<file path="config.mk">
export PLATFORM = sky130hd
export DESIGN_NAME = cascaded_prescaled_timer_quad
export DESIGN_NICKNAME = d
export VERILOG_FILES = /design/src/sv/cpt_pkg.sv /design/src/sv/cpt_prescaler.sv /design/src/sv/cpt_cell.sv /design/src/sv/cascaded_prescaled_timer_quad.sv
export SDC_FILE = /design/constraint.sdc
export NUM_CORES = 1
export LEC_CHECK = 0
export BUFFER_PORTS_ARGS = -buffer_cell sky130_fd_sc_hd__buf_2
export CAP_MARGIN = 10
export CORE_MARGIN = 3
export CORE_UTILIZATION = 38
export DETAILED_ROUTE_END_ITERATION = 6
export SLEW_MARGIN = 25
export SYNTH_ARGS = -nofsm -noshare
export SYNTH_HDL_FRONTEND = slang
export SYNTH_SLANG_ARGS = --single-unit
</file>
<file path="constraint.sdc">
create_clock -name clk -period 4.6 [get_ports clk]
set_clock_uncertainty 0.2 [all_clocks]
set_input_delay 0.92 -clock clk [delete_from_list [all_inputs] [get_ports clk]]
set_output_delay 0.92 -clock clk [all_outputs]
set_load 0.005 [all_outputs]
</file>
<file path="src/sv/cpt_pkg.sv">
// shared types and constants for the cascaded prescaled timer block
// no dependencies; imported by every module of the block
package cpt_pkg;

  localparam int NUM_TIMERS  = 4;
  localparam int COUNT_WIDTH = 16;
  localparam int CYC_W       = 11;
  localparam int NUM_PRESC   = 4;
  localparam int IRQ_W       = 4;
  localparam int RD_W        = 24;

  // register layout bit positions
  localparam int RLD_LO   = 0;
  localparam int RLD_HI   = 15;
  localparam int CTL_LO   = 16;
  localparam int CTL_HI   = 23;
  localparam int PSEL_LO  = 16;
  localparam int CASC_BIT = 18;
  localparam int IRQ_BIT  = 22;
  localparam int EN_BIT   = 23;

  // low cycle-count bits that must be zero for each prescale choice (1, 7, 9, 11 bits)
  localparam logic [CYC_W-1:0] PRESC_MASK [NUM_PRESC] = '{
    11'h001, 11'h07f, 11'h1ff, 11'h7ff
  };

  typedef enum logic [1:0] {
    KIND_TICK  = 2'd0,
    KIND_WRITE = 2'd1,
    KIND_READ  = 2'd2
  } cpt_kind_t;

  // per-cell command for one accepted transfer
  typedef struct packed {
    logic tick;
    logic wr;
    logic wr_rld;
    logic wr_ctl;
  } cpt_cmd_t;

  // per-cell status as seen by a register read
  typedef struct packed {
    logic [15:0] cnt;
    logic [1:0]  psel;
    logic        casc;
    logic        irq_en;
    logic        run;
  } cpt_stat_t;

endpackage

</file>
<file path="src/sv/cpt_prescaler.sv">
// cycle counter advanced by each tick, and prescale strobes
// depends on cpt_pkg
module cpt_prescaler
  import cpt_pkg::*;
(
  input  logic                 clk,
  input  logic                 rst_n,
  input  logic                 tick,
  output logic [NUM_PRESC-1:0] strb
);

  logic [CYC_W-1:0] cyc_r;
  logic [CYC_W-1:0] cyc_nxt;

  assign cyc_nxt = cyc_r + CYC_W'(1);

  // strobes look at the advanced count, qualified by the tick
  always_comb begin
    for (int k = 0; k < NUM_PRESC; k++) begin
      strb[k] = tick && ((cyc_nxt & PRESC_MASK[k]) == '0);
    end
  end

  always_ff @(posedge clk) begin
    if (!rst_n) begin
      cyc_r <= '0;
    end else if (tick) begin
      cyc_r <= cyc_nxt;
    end
  end

endmodule

</file>
<file path="src/sv/cpt_cell.sv">
// one timer cell: count, reload and control bits, overflow to the next cell
// depends on cpt_pkg
module cpt_cell
  import cpt_pkg::*;
(
  input  logic                 clk,
  input  logic                 rst_n,
  input  cpt_cmd_t             cmd,
  input  logic [31:0]          data,
  input  logic [31:0]          mask,
  input  logic [NUM_PRESC-1:0] strb,
  input  logic                 ovf_in,
  output logic                 ovf_out,
  output logic                 irq,
  output cpt_stat_t            stat
);

  logic [COUNT_WIDTH-1:0] cnt_r, cnt_nxt;
  logic [COUNT_WIDTH-1:0] rld_r, rld_nxt;
  logic [1:0]             psel_r, psel_nxt;
  logic                   casc_r, casc_nxt;
  logic                   irq_en_r, irq_en_nxt;
  logic                   run_r, run_nxt;
  logic [COUNT_WIDTH-1:0] wmask;
  logic                   step;

  assign wmask = COUNT_WIDTH'(mask[RLD_HI:RLD_LO]);

  assign step    = cmd.tick && run_r && (casc_r ? ovf_in : strb[psel_r]);
  assign ovf_out = step && (cnt_r == '1);
  assign irq     = ovf_out && irq_en_r;

  always_comb begin
    rld_nxt    = rld_r;
    cnt_nxt    = cnt_r;
    psel_nxt   = psel_r;
    casc_nxt   = casc_r;
    irq_en_nxt = irq_en_r;
    run_nxt    = run_r;
    if (cmd.wr && cmd.wr_rld) begin
      rld_nxt = (rld_r & ~wmask) | (COUNT_WIDTH'(data[RLD_HI:RLD_LO]) & wmask);
    end
    if (cmd.wr && cmd.wr_ctl) begin
      // starting a stopped timer loads the freshly written reload
      if (!run_r && data[EN_BIT]) begin
        cnt_nxt = rld_nxt;
      end
      psel_nxt   = data[PSEL_LO+1:PSEL_LO];
      casc_nxt   = data[CASC_BIT];
      irq_en_nxt = data[IRQ_BIT];
      run_nxt    = data[EN_BIT];
    end
    if (step) begin
      cnt_nxt = ovf_out ? rld_r : cnt_r + COUNT_WIDTH'(1);
    end
  end

  always_ff @(posedge clk) begin
    if (!rst_n) begin
      cnt_r    <= '0;
      rld_r    <= '0;
      psel_r   <= '0;
      casc_r   <= 1'b0;
      irq_en_r <= 1'b0;
      run_r    <= 1'b0;
    end else begin
      cnt_r    <= cnt_nxt;
      rld_r    <= rld_nxt;
      psel_r   <= psel_nxt;
      casc_r   <= casc_nxt;
      irq_en_r <= irq_en_nxt;
      run_r    <= run_nxt;
    end
  end

  assign stat.cnt    = 16'(cnt_r);
  assign stat.psel   = psel_r;
  assign stat.casc   = casc_r;
  assign stat.irq_en = irq_en_r;
  assign stat.run    = run_r;

endmodule

</file>
<file path="src/sv/cascaded_prescaled_timer_quad.sv">
// top level of the cascaded prescaled timer block
// depends on cpt_pkg, cpt_prescaler and cpt_cell
//
// Four 16-bit up-counting timers sharing one 11-bit prescaler. Every input
// transfer is a clock tick, a masked register write or a register read, and
// every one produces exactly one result transfer in the next cycle: read data
// for a read, the per-timer interrupt pulses for a tick, zeros otherwise.
// The block takes one transfer per cycle; a result sits in the output
// register and the input stalls only while that register is full and the
// output side stalls. The timers form a row of cells where each overflow
// feeds the next cell inside the same tick, so a cascade chain ripples fully
// within that tick, combinationally through all four cells. There is no
// clearing pass: reset clears all state but the output data registers.
module cascaded_prescaled_timer_quad
  import cpt_pkg::*;
(
  input  logic             clk,
  input  logic             rst_n,
  input  logic             in_valid,
  output logic             in_stall,
  input  logic [1:0]       in_kind,
  input  logic [1:0]       in_timer_select,
  input  logic [31:0]      in_write_data,
  input  logic [31:0]      in_write_mask,
  output logic             out_valid,
  input  logic             out_stall,
  output logic [RD_W-1:0]  out_read_data,
  output logic [IRQ_W-1:0] out_irq_pulses
);

  logic             out_valid_r;
  logic [RD_W-1:0]  rd_r, rd_nxt;
  logic [IRQ_W-1:0] irq_r, irq_nxt;

  // handshake: input moves whenever the output register can take a result
  logic in_xfer;
  assign in_stall = out_valid_r && out_stall;
  assign in_xfer  = in_valid && !in_stall;

  // decode of the transfer kind
  logic is_tick, is_wr, is_rd;
  always_comb begin
    is_tick = 1'b0;
    is_wr   = 1'b0;
    is_rd   = 1'b0;
    unique case (in_kind)
      KIND_TICK:  is_tick = in_xfer;
      KIND_WRITE: is_wr   = in_xfer;
      KIND_READ:  is_rd   = in_xfer;
      default: ;  // unused kind: no effect, zero result
    endcase
  end

  // shared prescaler
  logic [NUM_PRESC-1:0] strb;
  cpt_prescaler u_presc (
    .clk   (clk),
    .rst_n (rst_n),
    .tick  (is_tick),
    .strb  (strb)
  );

  // row of timer cells with the overflow chain between neighbors
  logic      ovf     [NUM_TIMERS+1];
  logic      cell_irq[NUM_TIMERS];
  logic      hit     [NUM_TIMERS];
  cpt_cmd_t  cmd     [NUM_TIMERS];
  cpt_stat_t stat    [NUM_TIMERS];

  // timer zero has no lower neighbor, so in cascade mode it never counts
  assign ovf[0] = 1'b0;

  for (genvar i = 0; i < NUM_TIMERS; i++) begin : g_cell
    assign hit[i]        = (32'(in_timer_select) == 32'(i));
    assign cmd[i].tick   = is_tick;
    assign cmd[i].wr     = is_wr && hit[i];
    assign cmd[i].wr_rld = |in_write_mask[RLD_HI:RLD_LO];
    assign cmd[i].wr_ctl = |in_write_mask[CTL_HI:CTL_LO];

    cpt_cell u_cell (
      .clk     (clk),
      .rst_n   (rst_n),
      .cmd     (cmd[i]),
      .data    (in_write_data),
      .mask    (in_write_mask),
      .strb    (strb),
      .ovf_in  (ovf[i]),
      .ovf_out (ovf[i+1]),
      .irq     (cell_irq[i]),
      .stat    (stat[i])
    );
  end

  // result: read mux over the cells, irq gather for ticks
  always_comb begin
    rd_nxt  = '0;
    irq_nxt = '0;
    for (int i = 0; i < NUM_TIMERS; i++) begin
      if (is_rd && hit[i]) begin
        rd_nxt[RLD_HI:RLD_LO]      = stat[i].cnt;
        rd_nxt[PSEL_LO+1:PSEL_LO]  = stat[i].psel;
        rd_nxt[CASC_BIT]           = stat[i].casc;
        rd_nxt[IRQ_BIT]            = stat[i].irq_en;
        rd_nxt[EN_BIT]             = stat[i].run;
      end
      if (i < IRQ_W) begin
        irq_nxt[i % IRQ_W] = cell_irq[i];
      end
    end
  end

  // output register
  always_ff @(posedge clk) begin
    if (!rst_n) begin
      out_valid_r <= 1'b0;
    end else if (in_xfer) begin
      out_valid_r <= 1'b1;
    end else if (!out_stall) begin
      out_valid_r <= 1'b0;
    end
  end

  always_ff @(posedge clk) begin
    if (in_xfer) begin
      rd_r  <= rd_nxt;
      irq_r <= irq_nxt;
    end
  end

  assign out_valid      = out_valid_r;
  assign out_read_data  = rd_r;
  assign out_irq_pulses = irq_r;

`ifndef NO_ASSERTIONS
  // a read and a tick never share a result
  a_rd_irq_excl: assert property (@(posedge clk) disable iff (!rst_n)
    out_valid && (out_irq_pulses != '0) |-> (out_read_data == '0))
    else $error("read data and irq pulses in one result");

  // an accepted transfer always leaves a result behind
  a_xfer_result: assert property (@(posedge clk) disable iff (!rst_n)
    in_xfer |=> out_valid)
    else $error("accepted transfer lost its result");

  // a non-tick transfer never reports an interrupt
  a_irq_only_tick: assert property (@(posedge clk) disable iff (!rst_n)
    in_xfer && !is_tick |=> (out_irq_pulses == '0))
    else $error("irq pulse without a tick");
`endif

endmodule
</file>
==> impl_results.md, run 1 <==
- Global route overflow: 0
- Vias per Instance: 5.713
- Rel. slew slack: slightly above 40%
- Nets: 1281
- Post-synth EDFFs: 25
- Synth top area share: 31.78%
- Crit-path max FO: 12
- GRT Util Overall: 22.55%
- Post-DP HPWL: 22.75 mm
- ANT nets after route: 0
- Hold Crit Class: register to register
- Clock Latency Late Sink: 0.44 ns
- Slowest cell on the critical path: o41ai_4
- Outcome: finished clean
- Placeable core area: 0.02562 mm²
- Commonest non-fill, non-tap cell in the layout: nand2_1
- Hold Vio Cnt, Final: 0
- Hold buffers post-CTS: 0
- P_leak: about 4.6 nW
- I/O Buffers: 79
- Final Worst Setup Slack: approximately 0.78 ns
- Chip Width: 168.9 µm
- Finished Core Util: 44.47%
- Pins Over Slew Limit: 0
- Largest cells by area after synthesis: dfxtp_1 32%, mux2i_1 10%, edfxtp_1 7.4%
- Cells after Synth: 1149
- TritonRoute pass-1 iters: 5
- Ports: just over 100
- Vias: 8844
- Clock buffer depth: 2
- Area delta synth->final: 13.04%
- Post-Syn Area: 0.01008 mm²
- Maximum clock rate: approximately 260 MHz
- Seq/Total Area, Yosys: ~40%
- Yosys reg bits: 185
- Critical path class: register to register
- CTS root buf: clkbuf_16
- Height of the die: 168.9 µm
- Actual slew at the worst max-slew pin: 0.8824 ns
- WL final: ~33 mm
- Reg clk slew, reported paths: 0.08 ns
- CP Cell Sequence: ha_1, and4_1, and3_1, a21oi_1, a211oi_1, nor2_1, o41ai_4, buf_4, and2_1, a221o_1
- Gpl congestion: 0.9084
- Crit. End Element: register
- Number of DRC markers in iteration 0: 778
- TritonCTS buffer count: 17
- CP arrival: 4.00 ns
- Maximum Capacitance Violations: 0
- H-tree depth: 4
- Maximum VDD drop: approximately 0.17 mV
- CP delay by family, top: compound AO/OA/AOI/OAI gates
- Leading area contributor after synthesis: dfxtp_1
- Clk sinks: 185
- Count of cell types in the netlist: 75
- Final min period: 3.815 ns
- Die Area: 0.02851 mm²
- Async SR Flop Fraction: 0%
- Commonest cells after routing, fill and taps aside: 180 x nand2_1, 160 x dfxtp_1, 151 x nor2_1
- Buf+Inv Stages, Crit Path: 1
- Layout cell share with drive strength beyond 1: 14.79%
- Worst path required time: ~4.8 ns
- Pwr Density: 295.9 mW/mm²
- Initial antenna violation count: 4
- Drt drc: 0
- First-pass GRT wire length: between 40 and 50 mm
- CP Launch Type: register
- Post-synthesis average cell area: 8.771 µm²
- Setup Buffers After CTS: 0
- CTS tree: done
- Dpl ws: 0.5949 ns
- RSZ-0062 raised after global routing: false
- Vias in the first global route: between 8000 and 9000
- Drt wl/cell: 21.01 µm
- Most used DFF post-synth: dfxtp_1
- Final setup TNS: 0 ns
- Setup Viol. Count Final: 0
- Largest net degree at the start of global routing: just under 70
- Slowest Stage Delay on Critical Path: 0.66 ns
- Tcrit/Tclk final: 82.94%
- Row cnt: 58
- Warnings from Yosys: 0
- Initial Util: 39.34%
- Post-cts gate resize count: 0
cell type report:
cell class                 instances  area [µm²]
sequential                       185        3954
fill                            2507       14220
clock inverter                    13       125.1
timing repair buffer             103       588.1
inverter                          17       66.31
multi-input combinational        880        5779
tap                              330       412.9
antenna                            1       2.502
clock buffer                      19       464.2
per-layer routing:
metal	track usage (%)	up-vias	share of wire [%]
met4	5.194	0	1.6
met5	0	-	0
met1	32.53	4211	45
met3	4.741	40	9.2
met2	34.78	382	44
li1	-	4211	-
flip-flops by register name, summed over array words and instances, names as in the netlist:
| register | flops |
|---|---|
| g_cell.u_cell.irq_en_r | 4 |
| g_cell.u_cell.psel_r | 8 |
| g_cell.u_cell.cnt_r | 64 |
| out_read_data | 21 |
| g_cell.u_cell.casc_r | 4 |
| g_cell.u_cell.rld_r | 64 |
| out_valid | 1 |
| g_cell.u_cell.run_r | 4 |
| out_irq_pulses | 4 |
| u_presc.cyc_r | 11 |
cells in the mapped netlist (all sizes together), types with 4 or more instances:
cell     count
nor2b       23
o21a         9
inv         17
a31oi        4
a21o         5
ha           5
and2         8
a211oi       9
nand2      181
or3          4
nor4         6
edfxtp      25
xnor2       21
o2bb2ai      6
a211o        9
xor2        30
nand3       44
and3        22
nor2       152
mux4        21
dfxtp      160
buf         18
and4         8
or2          4
a221oi       7
a21oi       57
a2111oi      8
o211ai      31
mux2i      102
clkbuf      51
o21ai       24
nand4       15
nor3        11
a22o         4
metrics by stage:
| step | hold WS (ns) | instance area, µm² | total power [mW] | std cells |
|---|---|---|---|---|
| 2_1_floorplan | 0.2519 | 10090 | 1.810 | 1151 |
| 3_3_place_gp | 0.2716 | 10800 | 1.910 | 1515 |
| 3_5_place_dp | 0.2747 | 10800 | 1.912 | 1515 |
| 4_1_cts | 0.2855 | 11390 | 3.380 | 1547 |
| 5_1_grt | 0.3180 | 11390 | 3.474 | 1548 |
| 6_report | 0.2859 | 11390 | 3.371 | 1548 |
cell families after synthesis:
group           share of synthesized area [%]
simple gates                            22.66
compound gates                          14.43
flops                                   39.23
mux                                     15.05
buf+inv                                 3.550
xor+xnor                                4.432
fa+ha+maj                              0.6207
other cells                           0.03721
power breakdown:
group | switching, mW | internal, mW
Clock | 0.729 | 0.765
Combinational | 0.135 | 0.0687
Sequential | 0.0176 | 1.66
worst register-to-register path, cell delays in order (launching register included):
cell and delay [ns]:
dfxtp_1 0.64, ha_1 0.36, and4_1 0.28, and3_1 0.20
a21oi_1 0.08, a211oi_1 0.42, nor2_1 0.17, o41ai_4 0.66
buf_4 0.29, and2_1 0.30, a221o_1 0.19
path summary, 6_finish.rpt:
| path | end | depth (start not counted) | slack [ns] | start |
|---|---|---|---|---|
| hold / removal | g_cell[1].u_cell.cnt_r[1] | 2 | 0.29 | g_cell[1].u_cell.rld_r[1] |
| setup / recovery | g_cell[2].u_cell.cnt_r[0] | 10 | 0.78 | u_presc.cyc_r[0] |
| hold reg to reg | g_cell[1].u_cell.cnt_r[1] | 2 | 0.29 | g_cell[1].u_cell.rld_r[1] |
| setup reg to reg | g_cell[2].u_cell.cnt_r[0] | 10 | 0.78 | u_presc.cyc_r[0] |
Power figures use the tool's default switching activity.
==> inputs of run 2 (changes only) <==
--- a/config.mk
+++ b/config.mk
@@ -5,6 +5,7 @@
 export SDC_FILE = /design/constraint.sdc
 export NUM_CORES = 1
 export LEC_CHECK = 0
+export ABC_AREA = 1
 export BUFFER_PORTS_ARGS = -buffer_cell sky130_fd_sc_hd__buf_2
 export CAP_MARGIN = 10
 export CORE_MARGIN = 3
==> constraint.sdc (replaced) <==
create_clock -name clk -period 3.44 [get_ports clk]
set_clock_uncertainty 0.2 [all_clocks]
set_input_delay 0.688 -clock clk [delete_from_list [all_inputs] [get_ports clk]]
set_output_delay 0.688 -clock clk [all_outputs]
set_load 0.005 [all_outputs]
==> run 2 against run 1 <==
Hold slack got worse by 0.0037 ns. Non-clock buffer count increased by 19. Sequential power is 34% higher. Flip-flop and latch count unchanged. Clock power rose by 38%. First-iteration DRC count grew 37%. Synthesized cell count rose by 29%. Cell area is 3.4% higher. Synthesized area up 1.7%. Critical endpoint is now g_cell[0].u_cell.cnt_r[2]. Largest power group unchanged. Highest routed layer unchanged.
==> impl_results.md, run 2 <==
- H-tree depth: 4
- First-pass GRT wire length: 50.59 mm
- Async SR Flop Fraction: 0%
- Leading area contributor after synthesis: dfxtp_1
- Hold Vio Cnt, Final: 0
- Final instance area: ~0.012 mm²
- Reg2reg start: u_presc.cyc_r[1]
- Tcrit/Tclk final: 90.63%
- Count of cell types in the netlist: 47
- Ports: 102
- TritonCTS buffer count: 17
- TritonRoute pass-1 iters: 5
- CP arrival: 3.30 ns
- Area delta synth->final: 14.91%
- RSZ-0062 raised after global routing: false
- Initial antenna violation count: 1
- Crit. End Element: register
- Gpl congestion: 0.9379
- Final min period: 3.118 ns
- Warnings from Yosys: 0
- Crit-path max FO: 10
- Die Area: 0.02898 mm²
- Yosys reg bits: 185
- Clock buffer depth: 2
- Outcome: finished clean
- Post-synthesis average cell area: 6.925 µm²
- Synth top area share: 31.25%
- Clk sinks: 185
- CTS root buf: clkbuf_16
- Reg clk slew, reported paths: ~0.08 ns
- Vias: 10240
- Final setup TNS: 0 ns
- Seq/Total Area, Yosys: between 30 and 40%
- Largest net degree at the start of global routing: 55
- Height of the die: 170.2 µm
- Actual slew at the worst max-slew pin: 0.6441 ns
- I/O Buffers: 79
- Worst Reg2Reg Path Length in Cells: 15
- Worst path required time: roughly 3.6 ns
- Cells after Synth: approximately 1500
- P_leak: 4.333 nW
- Maximum clock rate: 320.7 MHz
- Final Power: between 4 and 5 mW
- Rel. slew slack: 57.06%
- GRT Util Overall: 22.12%
- Top-count cell post-synth: inv_1
- Placeable core area: approximately 0.026 mm²
- Pins Over Slew Limit: 0
- WL final: roughly 33 mm
- Global route overflow: 0
- R2r endpoint: g_cell[0].u_cell.cnt_r[2]
- R2R setup slack: 0.32 ns
- CTS tree: done
- Maximum VDD drop: around 0.35 mV
- Layout cell share with drive strength beyond 1: 13.02%
- Multi-input gate area: 0.005135 mm²
- Setup Viol. Count Final: 0
- Largest cells by area after synthesis: dfxtp_1 31%, o21ai_0 9.2%, inv_1 8.5%
- Row cnt: 59
- Most used DFF post-synth: dfxtp_1
- Nets: 1638
- Placed Instance Area: 0.01114 mm²
- Commonest cells after routing, fill and taps aside: 230 x inv_1, 211 x nand2_1, 189 x o21ai_0
- Critical path class: register to register
- Maximum Capacitance Violations: 0
- Post-Syn Area: 0.01025 mm²
- Commonest cells post-synth: 231 x inv_1, 211 x nand2_1, 189 x o21ai_0
- Chip Width: 170.2 µm
- Number of fill cells: 2718
- Setup Buffers After CTS: 0
- Pwr Density: 387.9 mW/mm²
- Hold Crit Class: register to register
- CP Launch Type: register
- Vias per Instance: 5.366
- Worst Setup SP: u_presc.cyc_r[1]
- # diodes: 0
- Initial Util: between 30% and 40%
- Number of DRC markers in iteration 0: 1067
- Hold WS: 0.2823 ns
- Drt wl/cell: 17.10 µm
- Commonest non-fill, non-tap cell in the layout: inv_1
- Clock Latency Late Sink: 0.44 ns
- Post-synth EDFFs: 25
- Finished Core Util: 44.81%
- Drt drc: 0
- ANT nets after route: 0
- Post-DP HPWL: 24.69 mm
- Worst min-delay path startpoint: g_cell[3].u_cell.run_r
- Hold buffers post-CTS: 0
- Crit path to: g_cell[0].u_cell.cnt_r[2]
- Vias in the first global route: 9330
- Storage element area: between 0.003 and 0.004 mm²
-- run 2: changes by cell type in the layout (fill, tap and decap cells not counted), sizes merged, moves of 22 or more --
cell / previous run / this run
nor2: 152 / 174
o22ai: 3 / 58
o211ai: 31 / 9
inv: 24 / 241
mux2i: 102 / 0
nand3: 44 / 75
nor3: 11 / 33
nor2b: 23 / 0
a21oi: 57 / 110
o21ai: 24 / 192
nand2: 181 / 224
-- run 2: timing repair --
item	4_1_cts	5_1_grt
setup endpoints to repair	0	48
resized for setup	0	6
hold endpoints to repair	0	0
-- run 2: area by class of cell --
class / count / share of cell area, %
clock inverters: 12 / 1.169
flip-flops and latches: 185 / 33.57
repair buffers: 122 / 6.311
inverters: 243 / 7.809
multi-input cells: 992 / 43.60
clock buffers: 20 / 3.974
well taps: 335 / 3.559
-- run 2: logic make-up after synthesis --
kind of cell / after synthesis / share of synthesized area, %
xor gates and xnor gates: 42 / 3.589
and+or+nand+nor: 531 / 23.22
DFF: 185 / 38.58
adders and majority gates: 5 / 0.6104
buffers and inverters: 305 / 11.66
AOI/OAI and AO/OA: 411 / 22.31
other: 1 / 0.03659
-- run 2: worst min-delay path by stage --
stage	end	slack [ns]	cells past startpoint
2_1_floorplan	g_cell[1].u_cell.irq_en_r	0.25	2
3_3_place_gp	g_cell[1].u_cell.irq_en_r	0.27	2
3_5_place_dp	g_cell[3].u_cell.run_r	0.27	2
4_1_cts	g_cell[1].u_cell.cnt_r[6]	0.28	2
5_1_grt	g_cell[1].u_cell.cnt_r[6]	0.32	2
6_report	g_cell[3].u_cell.run_r	0.28	2
-- run 2: worst max-delay path: stages (launching register included) --
cell and delay (ns):
dfxtp_1 0.47, ha_4 0.23, nand3_4 0.11, inv_2 0.11
nand3_1 0.06, nand2_1 0.11, nor2_1 0.08, nand3_2 0.12
o21ai_1 0.10, nand2_1 0.11, inv_1 0.06, nor2_1 0.49
inv_1 0.38, o22ai_1 0.20, o21ai_0 0.11, inv_1 0.09
-- run 2: routing by layer --
metal / up-vias / wire, µm / track usage (%) / part of all wire (%)
li1: 5066 / - / - / -
met5: - / 0 / 0 / 0
met2: 363 / 14120 / 33.50 / 43
met3: 52 / 2522 / 4.669 / 7.7
met1: 4763 / 15150 / 31.70 / 46
met4: 0 / 837 / 6.667 / 2.6
-- run 2: per-stage QoR --
step / worst slack, ns / cells
detailed placement: 0.1466 / 1877
CTS: 0.2157 / 1909
finish: 0.3223 / 1909
global placement: 0.1760 / 1877
global route: 0.06230 / 1909
floorplan: 0.1872 / 1482
-- run 2: power by group --
group	total (mW)	internal, mW	switching [mW]
logic	0.280	0.0822	0.198
registers	2.24	2.22	0.0204
clock network	2.05	1.14	0.905
